`src/sv/spq_pkg.sv`:
```
// shared constants, types and command struct for the sorted priority queue
// used by spq_ctrl, spq_datapath and sorted_priority_queue
package spq_pkg;

	localparam int CAPACITY = 16;
	localparam int CNT_W    = $clog2(CAPACITY + 1);
	localparam int VAL_W    = 32;
	localparam int PRI_W    = 8;

	localparam logic REQ_INSERT = 1'b0;
	localparam logic REQ_DELETE = 1'b1;

	typedef enum logic [1:0] {
		ST_IDLE = 2'b01,
		ST_EXEC = 2'b10
	} ctrl_state_t;

	typedef struct packed {
		logic capture;
		logic exec;
	} dp_cmd_t;

endpackage

```
`src/sv/spq_ctrl.sv`:
```
// handshake controller of the sorted priority queue
// depends on spq_pkg; drives spq_datapath through dp_cmd_t
module spq_ctrl (
	input  logic            clk,
	input  logic            arst_n,
	input  logic            req_valid,
	output logic            req_ready,
	output logic            rsp_valid,
	input  logic            rsp_ready,
	output spq_pkg::dp_cmd_t cmd
);
	import spq_pkg::*;

	ctrl_state_t state_q;
	ctrl_state_t state_d;
	logic        rsp_full_q;

	assign req_ready   = (state_q == ST_IDLE) && (!rsp_full_q || rsp_ready);
	assign cmd.capture = req_valid && req_ready;
	assign cmd.exec    = (state_q == ST_EXEC);
	assign rsp_valid   = rsp_full_q;

	always_comb begin
		state_d = state_q;
		case (state_q)
			ST_IDLE: begin
				if (cmd.capture) begin
					state_d = ST_EXEC;
				end
			end
			ST_EXEC: begin
				state_d = ST_IDLE;
			end
			default: begin
				state_d = ST_IDLE;
			end
		endcase
	end

	always_ff @(posedge clk or negedge arst_n) begin
		if (!arst_n) begin
			state_q    <= ST_IDLE;
			rsp_full_q <= 1'b0;
		end else begin
			state_q <= state_d;
			if (cmd.exec) begin
				rsp_full_q <= 1'b1;
			end else if (rsp_ready) begin
				rsp_full_q <= 1'b0;
			end
		end
	end

endmodule

```
`src/sv/spq_datapath.sv`:
```
// shifting cell chain holding the sorted entries, request capture and result registers
// depends on spq_pkg; commanded by spq_ctrl
module spq_datapath (
	input  logic                             clk,
	input  logic                             arst_n,
	input  spq_pkg::dp_cmd_t                 cmd,
	input  logic                             req_type,
	input  logic signed [spq_pkg::VAL_W-1:0] item_value,
	input  logic        [spq_pkg::PRI_W-1:0] item_priority,
	output logic                             out_valid,
	output logic signed [spq_pkg::VAL_W-1:0] out_value,
	output logic                             underflow,
	output logic                             overflow
);
	import spq_pkg::*;

	logic                    in_type_q;
	logic signed [VAL_W-1:0] in_val_q;
	logic        [PRI_W-1:0] in_pri_q;

	logic signed [VAL_W-1:0] cell_val_q [CAPACITY];
	logic        [PRI_W-1:0] cell_pri_q [CAPACITY];
	logic signed [VAL_W-1:0] cell_val_d [CAPACITY];
	logic        [PRI_W-1:0] cell_pri_d [CAPACITY];
	logic        [CNT_W-1:0] count_q;
	logic        [CNT_W-1:0] count_d;

	logic        [CAPACITY-1:0] le;
	logic        [CAPACITY-1:0] prev_le;
	logic signed [VAL_W-1:0]    prev_val [CAPACITY];
	logic        [PRI_W-1:0]    prev_pri [CAPACITY];
	logic signed [VAL_W-1:0]    next_val [CAPACITY];
	logic        [PRI_W-1:0]    next_pri [CAPACITY];

	logic                    full;
	logic                    empty;
	logic                    do_ins;
	logic                    do_del;
	logic                    res_valid_d;
	logic signed [VAL_W-1:0] res_value_d;
	logic                    res_under_d;
	logic                    res_over_d;

	assign full   = (count_q == CNT_W'(CAPACITY));
	assign empty  = (count_q == '0);
	assign do_ins = cmd.exec && (in_type_q == REQ_INSERT) && !full;
	assign do_del = cmd.exec && (in_type_q == REQ_DELETE) && !empty;

	// per-cell compare and neighbor taps
	for (genvar g = 0; g < CAPACITY; g++) begin : g_cell
		localparam logic [CNT_W-1:0] CELL_IDX = CNT_W'(g);
		assign le[g] = (CELL_IDX < count_q) && (cell_pri_q[g] <= in_pri_q);
		if (g == 0) begin : g_first
			assign prev_le[g]  = 1'b1;
			assign prev_val[g] = in_val_q;
			assign prev_pri[g] = in_pri_q;
		end else begin : g_rest
			assign prev_le[g]  = le[g-1];
			assign prev_val[g] = cell_val_q[g-1];
			assign prev_pri[g] = cell_pri_q[g-1];
		end
		if (g == CAPACITY - 1) begin : g_last
			assign next_val[g] = cell_val_q[g];
			assign next_pri[g] = cell_pri_q[g];
		end else begin : g_mid
			assign next_val[g] = cell_val_q[g+1];
			assign next_pri[g] = cell_pri_q[g+1];
		end
	end

	always_comb begin
		for (int i = 0; i < CAPACITY; i++) begin
			cell_val_d[i] = cell_val_q[i];
			cell_pri_d[i] = cell_pri_q[i];
			if (do_ins && !le[i]) begin
				if (prev_le[i]) begin
					cell_val_d[i] = in_val_q;
					cell_pri_d[i] = in_pri_q;
				end else begin
					cell_val_d[i] = prev_val[i];
					cell_pri_d[i] = prev_pri[i];
				end
			end else if (do_del) begin
				cell_val_d[i] = next_val[i];
				cell_pri_d[i] = next_pri[i];
			end
		end
	end

	always_comb begin
		count_d = count_q;
		if (do_ins) begin
			count_d = count_q + CNT_W'(1);
		end else if (do_del) begin
			count_d = count_q - CNT_W'(1);
		end
	end

	always_comb begin
		res_valid_d = 1'b0;
		res_value_d = '0;
		res_under_d = 1'b0;
		res_over_d  = 1'b0;
		if (in_type_q == REQ_INSERT) begin
			res_over_d = full;
		end else if (empty) begin
			res_under_d = 1'b1;
		end else begin
			res_valid_d = 1'b1;
			res_value_d = cell_val_q[0];
		end
	end

	always_ff @(posedge clk or negedge arst_n) begin
		if (!arst_n) begin
			count_q <= '0;
		end else if (cmd.exec) begin
			count_q <= count_d;
		end
	end

	always_ff @(posedge clk) begin
		if (cmd.capture) begin
			in_type_q <= req_type;
			in_val_q  <= item_value;
			in_pri_q  <= item_priority;
		end
		if (cmd.exec) begin
			for (int i = 0; i < CAPACITY; i++) begin
				cell_val_q[i] <= cell_val_d[i];
				cell_pri_q[i] <= cell_pri_d[i];
			end
			out_valid <= res_valid_d;
			out_value <= res_value_d;
			underflow <= res_under_d;
			overflow  <= res_over_d;
		end
	end

endmodule

```
`src/sv/sorted_priority_queue.sv`:
```
// top level of the sorted priority queue: controller plus cell-chain datapath
// depends on spq_pkg, spq_ctrl and spq_datapath
//
//  channel | handshake            | payload
//  --------+----------------------+-------------------------------------------
//  request | req_valid/req_ready  | req_type, item_value, item_priority
//  result  | rsp_valid/rsp_ready  | out_valid, out_value, underflow, overflow
//
// each request is first captured into the input registers, then the cell chain
// compares all entries in parallel and shifts in or out
// the result register is free again when rsp_ready is high, so a new item can be
// taken in the same cycle as the previous result leaves
// reset clears the entry count and control state; cell contents are not reset
module sorted_priority_queue (
	input  logic                             clk,
	input  logic                             arst_n,
	input  logic                             req_valid,
	output logic                             req_ready,
	input  logic                             req_type,
	input  logic signed [spq_pkg::VAL_W-1:0] item_value,
	input  logic        [spq_pkg::PRI_W-1:0] item_priority,
	output logic                             rsp_valid,
	input  logic                             rsp_ready,
	output logic                             out_valid,
	output logic signed [spq_pkg::VAL_W-1:0] out_value,
	output logic                             underflow,
	output logic                             overflow
);
	import spq_pkg::*;

	dp_cmd_t cmd;

	spq_ctrl u_ctrl (
		.clk       (clk),
		.arst_n    (arst_n),
		.req_valid (req_valid),
		.req_ready (req_ready),
		.rsp_valid (rsp_valid),
		.rsp_ready (rsp_ready),
		.cmd       (cmd)
	);

	spq_datapath u_dp (
		.clk           (clk),
		.arst_n        (arst_n),
		.cmd           (cmd),
		.req_type      (req_type),
		.item_value    (item_value),
		.item_priority (item_priority),
		.out_valid     (out_valid),
		.out_value     (out_value),
		.underflow     (underflow),
		.overflow      (overflow)
	);

endmodule

```
`config.mk`:
```
export PLATFORM = sky130hd
export DESIGN_NAME = sorted_priority_queue
export DESIGN_NICKNAME = d
export VERILOG_FILES = /design/src/sv/spq_pkg.sv /design/src/sv/spq_ctrl.sv /design/src/sv/spq_datapath.sv /design/src/sv/sorted_priority_queue.sv
export SDC_FILE = /design/constraint.sdc
export NUM_CORES = 1
export LEC_CHECK = 0
export ABC_AREA = 1
export BUFFER_PORTS_ARGS = -buffer_cell sky130_fd_sc_hd__buf_2
export CAP_MARGIN = 20
export CELL_PAD_IN_SITES_DETAIL_PLACEMENT = 2
export CELL_PAD_IN_SITES_GLOBAL_PLACEMENT = 2
export CORE_MARGIN = 2
export CORE_UTILIZATION = 32
export DETAILED_ROUTE_END_ITERATION = 10
export GPL_TIMING_DRIVEN = 0
export HOLD_SLACK_MARGIN = 0.06
export PLACE_DENSITY = 0.75
export RECOVER_POWER = 25
export SLEW_MARGIN = 20
export SYNTH_ARGS = -nofsm -noshare
export SYNTH_HDL_FRONTEND = slang
export SYNTH_SLANG_ARGS = --single-unit
```
`constraint.sdc`:
```
create_clock -name clk -period 5.4 [get_ports clk]
set_input_delay 0.81 -clock clk [delete_from_list [all_inputs] [get_ports clk]]
set_output_delay 0.81 -clock clk [all_outputs]
set_load 0.01 [all_outputs]
```
# Word level (Yosys, flattened, before mapping)
# Memories as Yosys holds them, arrays and structs flattened.
# Index checks and enable logic that the tools add are counted.
[classes]
eq_ne = 4
n_shift = 0
mux = 102
bitwise_logic = 1
div = 0
add_sub_neg = 2
magnitude_cmp = 32
reduce_logical = 63
n_mul = 0
[op_table]
columns = ["op", "n"]
rows = [
  ["$mux W32", 46],
  ["$mux W8", 46],
  ["$le A8 B8 Y1", 16],
  ["$lt A4 B5 Y1 const A", 8],
  ["$logic_and A1 B1 Y1", 38],
  ["$lt A3 B5 Y1 const A", 4],
  ["$logic_not A1 Y1", 19],
  ["$lt A1 B5 Y1 const A", 2],
  ["$lt A2 B5 Y1 const A", 2],
  ["$mux W5", 2],
  ["$mux W1", 6],
  ["$add A5 B1 Y5 const B", 1],
  ["$eq A5 B5 Y1 const B", 1],
  ["$logic_not A5 Y1", 1],
  ["$sub A5 B1 Y5 const B", 1],
  ["$mux W2", 2],
  ["$reduce_bool A2 Y1", 2],
  ["$eq A2 B1 Y1 const B", 1],
  ["$eq A2 B2 Y1 const B", 1],
  ["$ne A2 B2 Y1 const B", 1],
  ["$reduce_and A2 Y1", 1],
  ["$reduce_or A2 Y1", 1],
  ["$logic_or A1 B1 Y1", 1],
  ["$not A1 Y1", 1],
]
[word_totals]
mem_bits_ro = 0
inputBits = 45
mem_bits_rw = 640
ff_bits = 84
latchBits = 0
memories = 2
word_cells = 216
[memory_table]
columns = ["name", "words", "width", "read_ports", "rd_ports_with_merged_regs", "write_ports", "line_no", "rtl"]
rows = [
  ["u_dp.cell_val_q", 16, 32, 16, 0, 16, "spq_datapath.sv:21", "logic signed [VAL_W-1:0] cell_val_q [CAPACITY];"],
  ["u_dp.cell_pri_q", 16, 8, 16, 0, 16, "spq_datapath.sv:22", "logic [PRI_W-1:0] cell_pri_q [CAPACITY];"],
]

# Longest topological paths before layout
# Gate-level depths: netlist of the first run.
[depth]
word_depth = 6
mapped_depth = 16
mapped_depth_nobuf = 15

# By module
# A second synthesis of the first run with hierarchy kept.
[unflattened]
cells_unflattened = 5287
area_unflattened_um2 = 41138.2
[modules_own_cells]
columns = ["mod", "seq_area_each_um2", "instances", "area_each_um2", "cells_each"]
rows = [
  ["spq_datapath", 21625.7, 1, 41006.8, 5271],
  ["spq_ctrl", 76.3, 1, 131.4, 16],
]

# Worst setup path before layout of the first run
# No wires, ideal clock.
[synth_path]
path_type = "register to register"
startpoint = "reg u_ctrl.state_q[0]"
endpoint = "mem u_dp.cell_pri_q[15][0], in the netlist u_dp.cell_pri_q[1][56] (enable)"
required_time_ps = 4962
synth_period_minus_slack_ps = 3875
path_slack_ps = 1525
arrival_time_ps = 3437
stages_incl_launch_ff = 4
n_path_buf = 0
cell_sequence = "dfstp_2 -> nor2_2 -> nand3_2 -> nor2_1"
[synth_lines]
columns = ["element", "line_no", "rtl"]
rows = [
  ["from (decl)", "spq_ctrl.sv:14", "ctrl_state_t state_q;"],
  ["from (signal assigned)", "spq_ctrl.sv:45", "state_q <= state_d;"],
  ["to (decl)", "spq_datapath.sv:22", ""],
]

==> results of run 1 <==
==> worst max-delay path, cell delays in order (launching register included) <==
cell and delay [ns]:
edfxtp_1 0.60, clkbuf_1 0.73, clkinvlp_4 0.23, buf_4 0.26, clkbuf_1 0.31, ha_1 0.41, nand2_1 0.09, nor2_1 0.16
nand4_1 0.11, nand2_1 0.42, nand2_1 0.39, nand2_1 0.36, buf_2 0.31, nand2_2 0.28, buf_12 0.27
==> path summary, 6_finish.rpt <==
path / cells after the start / end / slack (ns) / start
max: 14 / u_dp.cell_val_q[10][15] / 0.12 / u_dp.in_pri_q[7]
min in group asynchronous: 2 / u_dp.count_q[1] / 0.76 / arst_n
min: 1 / u_dp.in_val_q[17] / 0.30 / item_value[17]
min reg2reg: 2 / u_dp.cell_val_q[1][21] / 0.54 / u_dp.cell_val_q[2][21]
max in group asynchronous: 2 / u_dp.count_q[2] / 4.08 / arst_n
max reg2reg: 14 / u_dp.cell_val_q[10][15] / 0.12 / u_dp.in_pri_q[7]
==> cell type report <==
class / instances / area (um2)
Fill cell: 14700 / 80800
Sequential cell: 724 / 21700
Multi-Input combinational cell: 4055 / 17400
Clock buffer: 115 / 2410
Tap cell: 1662 / 2080
Buffer: 342 / 1430
Timing Repair Buffer: 118 / 863
Inverter: 161 / 627
Clock inverter: 52 / 377
Antenna cell: 1 / 2.50
==> Yosys cell counts <==
master / count
clkbuf_1: 214
nand3_2: 1
ha_1: 132
dfstp_2: 1
o21bai_1: 1
nor3_1: 1
a21oi_1: 38
o21ai_2: 2
o21a_1: 2
buf_1: 15
nand4_1: 15
a31oi_2: 1
nor2_2: 1
a21o_1: 14
o21ai_0: 58
o21ai_1: 31
xor2_1: 4
dfrtp_1: 7
buf_2: 107
nand2_1: 3094
nor2_4: 1
buf_6: 1
inv_1: 143
buf_4: 5
nand2_2: 3
edfxtp_1: 716
nand3_1: 567
inv_2: 18
o22ai_1: 1
nor2_1: 88
==> what timing repair did <==
action                                 in CTS  in global routing
endpoints found under the hold margin       7                  0
cloned                                      0                  0
setup endpoints to repair                 221                221
resized for setup                           4                  2
setup buffers                              12                  6
hold buffers                                1                  0
==> state kept, by name, summed over array words and instances (netlist names) <==
register / cells
u_dp.out_valid: 1
u_ctrl.rsp_valid: 1
u_dp.in_pri_q: 8
u_dp.count_q: 5
u_dp.underflow: 1
u_dp.cell_val_q: 512
u_dp.in_type_q: 1
u_dp.in_val_q: 32
u_dp.cell_pri_q: 128
u_ctrl.state_q: 2
u_dp.out_value: 32
u_dp.overflow: 1
==> routing by layer <==
layer / GRT usage (%) / vias up / share of wire (%)
li1: - / 17500 / -
met1: 30.3 / 17200 / 45
met2: 41.2 / 561 / 48
met3: 2.47 / 214 / 3.2
met4: 7.62 / 2 / 3.1
met5: 0 / - / 0.0090
==> placed cells by master (no fill, tap or decap), types with 18 or more instances in the layout <==
master     netlist  routed
clkinv_2         0      18
inv_1          143     141
nor2_1          88      90
nand3_1        567     567
nand2_1       3094    3082
a21oi_1         38      38
o21ai_0         58      85
buf_4            5      19
buf_2          107     130
ha_1           132     132
clkbuf_16        0      93
edfxtp_1       716     716
clkbuf_1       214     298
clkinv_1         0      24
==> cell families after synthesis <==
family          synth area share [%]
simple gates                    36.3
xor+xnor                      0.0851
buf+inv                         4.98
fa+ha+maj                       4.01
flops                           52.7
compound gates                  1.94
==> metrics by stage <==
step / hold WS [ns] / setup TNS, ns / cell area [um2] / instances
after global placement: 0.510 / -451.59 / 43600 / 7025
after detailed placement: 0.532 / -5.87 / 44100 / 7042
after floorplan: 0.494 / 0 / 41200 / 5282
after CTS: 0.259 / 0 / 47000 / 7222
final: 0.296 / 0 / 46900 / 7230
after global routing: 0.280 / 0 / 46900 / 7229
==> power breakdown <==
group          switching (mW)  total [mW]  internal (mW)
Clock                    2.55        5.89           3.34
Combinational            4.78        6.51           1.73
Sequential              0.348        7.13           6.78
Total                    7.67        19.5           11.9
==> results by group, run 1 <==
Hold path
  – Hold WC Path Type: primary input to flop

STA
  – Final worst-path cycle share: 97.7%
  – Final setup viols: 0
  – RSZ-0062 raised after global routing: no
  – Pins Over Slew Limit: 28
  – Final Skew: 0.0294 ns
  – Slew HR: -33.6%
  – Fmax achieved: 189 MHz
  – Fin. Hold Viols: 0
  – Least-Margin Pin Slew: 2.00 ns
  – Final min period: 5.28 ns
  – Setup WS post-layout: 0.122 ns

Layout
  – Finished Core Util: 36.8%
  – Final #Nets: 5669
  – Area Growth Syn to Fin: 14.0%
  – Layout cells sized above 1: 5.89%

Drt
  – Routed vias: 35500
  – Post-route DRC: 0
  – Antenna viol nets, final: 0
  – Total Wirelength: 155000 um
  – Starting DRT DRC Count: 1628
  – Avg WL per Cell: 21.5 um
  – DRT Pass-1 Iters: 4
  – Via/cell ratio: 4.90

Placement
  – HPWL reported at the end of detailed placement: 125000 um
  – Number of port buffers: 81
  – Placer Congestion: 0.840
  – Dpl ws: -0.0964 ns

Setup path
  – Crit path capture type: flop
  – Crit path kind: flop to flop
  – Crit path DAT: 5.70 ns
  – Worst endpoint required time: 5.82 ns
  – Maximum fanout along the worst path: 29
  – Critical Path Source Type: flop

Die
  – Full die area: 132000 um2
  – Row count: 131
  – # IOs: 82
  – Core area: 128000 um2
  – Initial Util: 32.2%
  – Die height: 363 um
  – Die W: 363 um

Clocking
  – Clock Pin Slew Worst Setup and Hold Paths: 0.06 ns
  – Clk_lat worst skew: 0.69 ns
  – Root Driver: clkbuf_16
  – CTS tree: done
  – Clk sink count: 724
  – H-tree levels: 3
  – CTS Buffer Depth: 3
  – Num CTS Buffers: 90

Logic synthesis
  – Post-synth top area cell: edfxtp_1
  – Synth unique cells: 30
  – Synth top area share: 52.2%
  – Part of the Yosys area used for sequential elements: 52.7%
  – Post-Synthesis Cells: 5282
  – Net Count, Synth: 5459
  – Seq cells post-synth: 724
  – Synth warn: 0
  – Cell area after synthesis: 41200 um2
  – Mean Syn Cell Area: 7.79 um2
  – Synth top area cells: edfxtp_1, nand2_1, nand3_1, ha_1, clkbuf_1

Power
  – Power per cell area: 416 nW/um2
  – Tot Pwr: 19.5 mW
  – P_leak: 21.8 nW
  – Peak VDD IR: 0.000246 V

Global route
  – First-pass GRT wire length: 237000 um
  – Global route overflow: 0
  – Overall Global Routing Usage: 23.5%
  – Pin count of the biggest net entering global routing: 41
  – Number of antenna violations at the first check in global routing: 13
  – Vias in the first global route: 38700

Run status
  – Failing checks: capacitance limit, slew limit
  – Status: complete, but fails checks

Job
  – Max Cap Viol: 2
(Power assumes the default switching activity.)
==> run 2, diff against run 1 <==
Settings changed: CELL_PAD_IN_SITES_DETAIL_PLACEMENT 2 to 1, CELL_PAD_IN_SITES_GLOBAL_PLACEMENT 2 to 1, PLACE_DENSITY 0.75 to 0.64.
==> run 2 against run 1 <==
  * The run still ends with capacitance limit, slew limit left
  * Flip-flop and latch count unchanged
  * Critical path depth increased by 2
  * Hold slack improved by 0.0028 ns
  * Maximum frequency increased by 4.4%
  * Clock skew decreased by 0.010 ns
  * Non-clock buffer count increased by 8
  * Register-to-register slack improved by 0.22 ns
  * Clock power decreased by 3.7%
  * Utilization decreased by 0.061 points
  * Cell area decreased by 0.17%
  * Die area unchanged
  * Sequential power about the same
  * Critical path type unchanged
  * Highest routed layer is now met4
==> results by group, run 2 (synthesis results as in run 1) <==
Layout
  – Area of the multi-input gates: 17400 um2 (about the same)
  – Layout Cell Area excl Fill: 46900 um2 (-0.17%)
  – Finished Core Util: 36.7% (-0.061 points)
  – Max reg flops: 512 (unchanged)
  – Most frequent cells in the layout: nand2_1, edfxtp_1, nand3_1
  – Area Growth Syn to Fin: 13.8%
  – Most common cell after layout, fill and taps aside: nand2_1
  – Layout cells sized above 1: 6.04% (+0.15 points)
  – Reg with most FFs: u_dp.cell_val_q
  – Final #Nets: 5673 (+0.071%)
  – Fillers: 15700 (+6.6%)
  – Largest regs: u_dp.cell_val_q x512, u_dp.cell_pri_q x128
  – Storage cell area: 21700 um2 (unchanged)

Setup path
  – Crit-path most repeated cell: nand2_1
  – Slowest cell on crit path: clkbuf_1
  – Peak per-stage delay on the critical path: 0.63 ns (-0.10 ns)
  – Worst R2R End: u_dp.cell_val_q[1][14]
  – Critical Path Source Type: flop
  – Crit path kind: flop to flop
  – Crit path DAT: 5.49 ns (-0.21 ns)
  – R2R Path Start: u_dp.in_pri_q[3]
  – Maximum fanout along the worst path: 30 (+3.4%)
  – Worst Reg-to-Reg Cells: 16 (+2)
  – Crit path capture type: flop
  – Worst endpoint required time: 5.83 ns (about the same)
  – CP top delay family: buffers and inverters
  – Cells along the critical path: clkbuf_1, inv_1, buf_16, ha_1, nand2_1, inv_1, nand2_1, nand2_1, nand2_1, nand2_1, nand2_1, nand2_1, nand2_1, clkbuf_1, nand2_2, buf_12
  – Buffer and inverter count on the worst path: 6 (unchanged)
  – Internal reg-to-reg setup slack: 0.34 ns (+0.22 ns)

STA
  – Final Skew: 0.0194 ns (-0.00997 ns)
  – Least-Margin Pin Slew: 1.86 ns (-0.144 ns)
  – Fin. Hold Viols: 0 (unchanged)
  – Total negative slack: 0 ns (unchanged)
  – Slew HR: -24.0% (+9.6 points)
  – Final worst-path cycle share: 93.6% (-4.1 points)
  – Fmax achieved: 198 MHz (+4.4%)
  – Final setup viols: 0 (unchanged)
  – Final min period: 5.06 ns (-0.222 ns)
  – Pins Over Slew Limit: 29 (+3.6%)
  – RSZ-0062 raised after global routing: no
  – Setup WS post-layout: 0.344 ns (+0.222 ns)

Global route
  – Number of antenna violations at the first check in global routing: 8 (-5)
  – Pin count of the biggest net entering global routing: 41 (unchanged)
  – Vias in the first global route: 35900 (-7.4%)
  – Global route overflow: 0 (unchanged)
  – First-pass GRT wire length: 219000 um (-7.4%)
  – Overall Global Routing Usage: 21.9% (-1.7 points)

Drt
  – Via/cell ratio: 4.78 (-2.6%)
  – Antenna viol nets, final: 0 (unchanged)
  – Post-route DRC: 0 (unchanged)
  – Starting DRT DRC Count: 2274 (+40%)
  – Avg WL per Cell: 19.9 um (-7.5%)
  – Total Wirelength: 144000 um (-7.5%)
  – Routed vias: 34500 (-2.6%)
  – DRT Pass-1 Iters: 5 (+1)

Clocking
  – CTS Buffer Depth: 3 (unchanged)
  – Clk_lat worst skew: 0.69 ns (about the same)
  – H-tree levels: 3 (unchanged)
  – Root Driver: clkbuf_16
  – Clock Pin Slew Worst Setup and Hold Paths: 0.06 ns (about the same)
  – Clk sink count: 724 (unchanged)
  – CTS tree: done
  – Num CTS Buffers: 86 (-4.4%)

Die
  – Full die area: 132000 um2 (unchanged)
  – Row count: 131 (unchanged)
  – # IOs: 82 (unchanged)
  – Die W: 363 um (unchanged)
  – Core area: 128000 um2 (unchanged)
  – Initial Util: 32.2% (unchanged)
  – Die height: 363 um (unchanged)

Hold path
  – Min-delay src: item_value[11]
  – WHS Path Cells: 1 (unchanged)
  – Hold EP: u_dp.in_val_q[11]
  – Hold WC Path Type: primary input to flop

Run status
  – Status: complete, but fails checks
  – Failing checks: capacitance limit, slew limit

Power
  – Power per cell area: 407 nW/um2 (-2.2%)
  – P_leak: 21.8 nW (about the same)
  – Peak VDD IR: 0.000249 V (+1.2%)

Placement
  – Dpl ws: -0.162 ns (-0.0657 ns)
  – Post-DP Area: 44100 um2 (about the same)
  – HPWL reported at the end of detailed placement: 116000 um (-7.1%)
  – Placer Congestion: 0.863 (+2.7%)
  – Number of port buffers: 81 (unchanged)

Job
  – Max Cap Viol: 1 (-1)
==> run 2: power by group <==
group          switching, mW  total (mW)  leakage, nW  internal [mW]
Combinational           4.54        6.28         13.9           1.74
Sequential             0.335        7.11         6.61           6.78
Clock                   2.42        5.67         1.30           3.25
==> run 2: per-layer routing <==
| metal | GRT usage (%) | wire (um) | vias to the layer above |
|---|---|---|---|
| li1 | - | - | 17500 |
| met5 | 0 | 0 | - |
| met4 | 6.65 | 3720 | 0 |
| met3 | 1.96 | 5130 | 159 |
| met1 | 29.2 | 66800 | 16200 |
| met2 | 37.4 | 68200 | 649 |
==> run 2: repair_timing <==
item,CTS,global route
resized for setup,5,0
setup endpoints to repair,121,0
hold endpoints to repair,7,0
hold buffers,1,0
buffers inserted,23,0
==> run 2: worst max path at each step <==
stage / cells past startpoint / start / endpoint
3_3_place_gp: 11 / u_dp.in_pri_q[7] / u_dp.cell_val_q[11][15]
5_1_grt: 14 / u_dp.in_pri_q[3] / u_dp.cell_val_q[1][3]
4_1_cts: 15 / u_dp.in_pri_q[3] / u_dp.cell_val_q[1][2]
3_5_place_dp: 12 / u_dp.in_pri_q[7] / u_dp.cell_val_q[1][14]
2_1_floorplan: 3 / u_ctrl.state_q[0] / u_dp.cell_pri_q[1][56]
6_report: 16 / u_dp.in_pri_q[3] / u_dp.cell_val_q[1][14]
==> run 2: cell type report <==
class	count	share of cell area, %
sequential	724	46.3
timing repair buffer	126	1.97
inverter	161	1.33
clock buffer	113	4.95
multi-input combinational	4055	37.2
clock inverter	44	0.729
buffer	342	3.03
tap	1662	4.44
antenna	3	0.0160
==> run 2: stage by stage <==
| step | cells | total power [mW] | hold slack [ns] |
|---|---|---|---|
| 3_3_place_gp | 7025 | 13.3 | 0.510 |
| 4_1_cts | 7225 | 19.3 | 0.244 |
| 6_report | 7230 | 19.1 | 0.299 |
| 3_5_place_dp | 7044 | 13.6 | 0.534 |
| 2_1_floorplan | 5282 | 11.4 | 0.494 |
| 5_1_grt | 7227 | 20.3 | 0.279 |
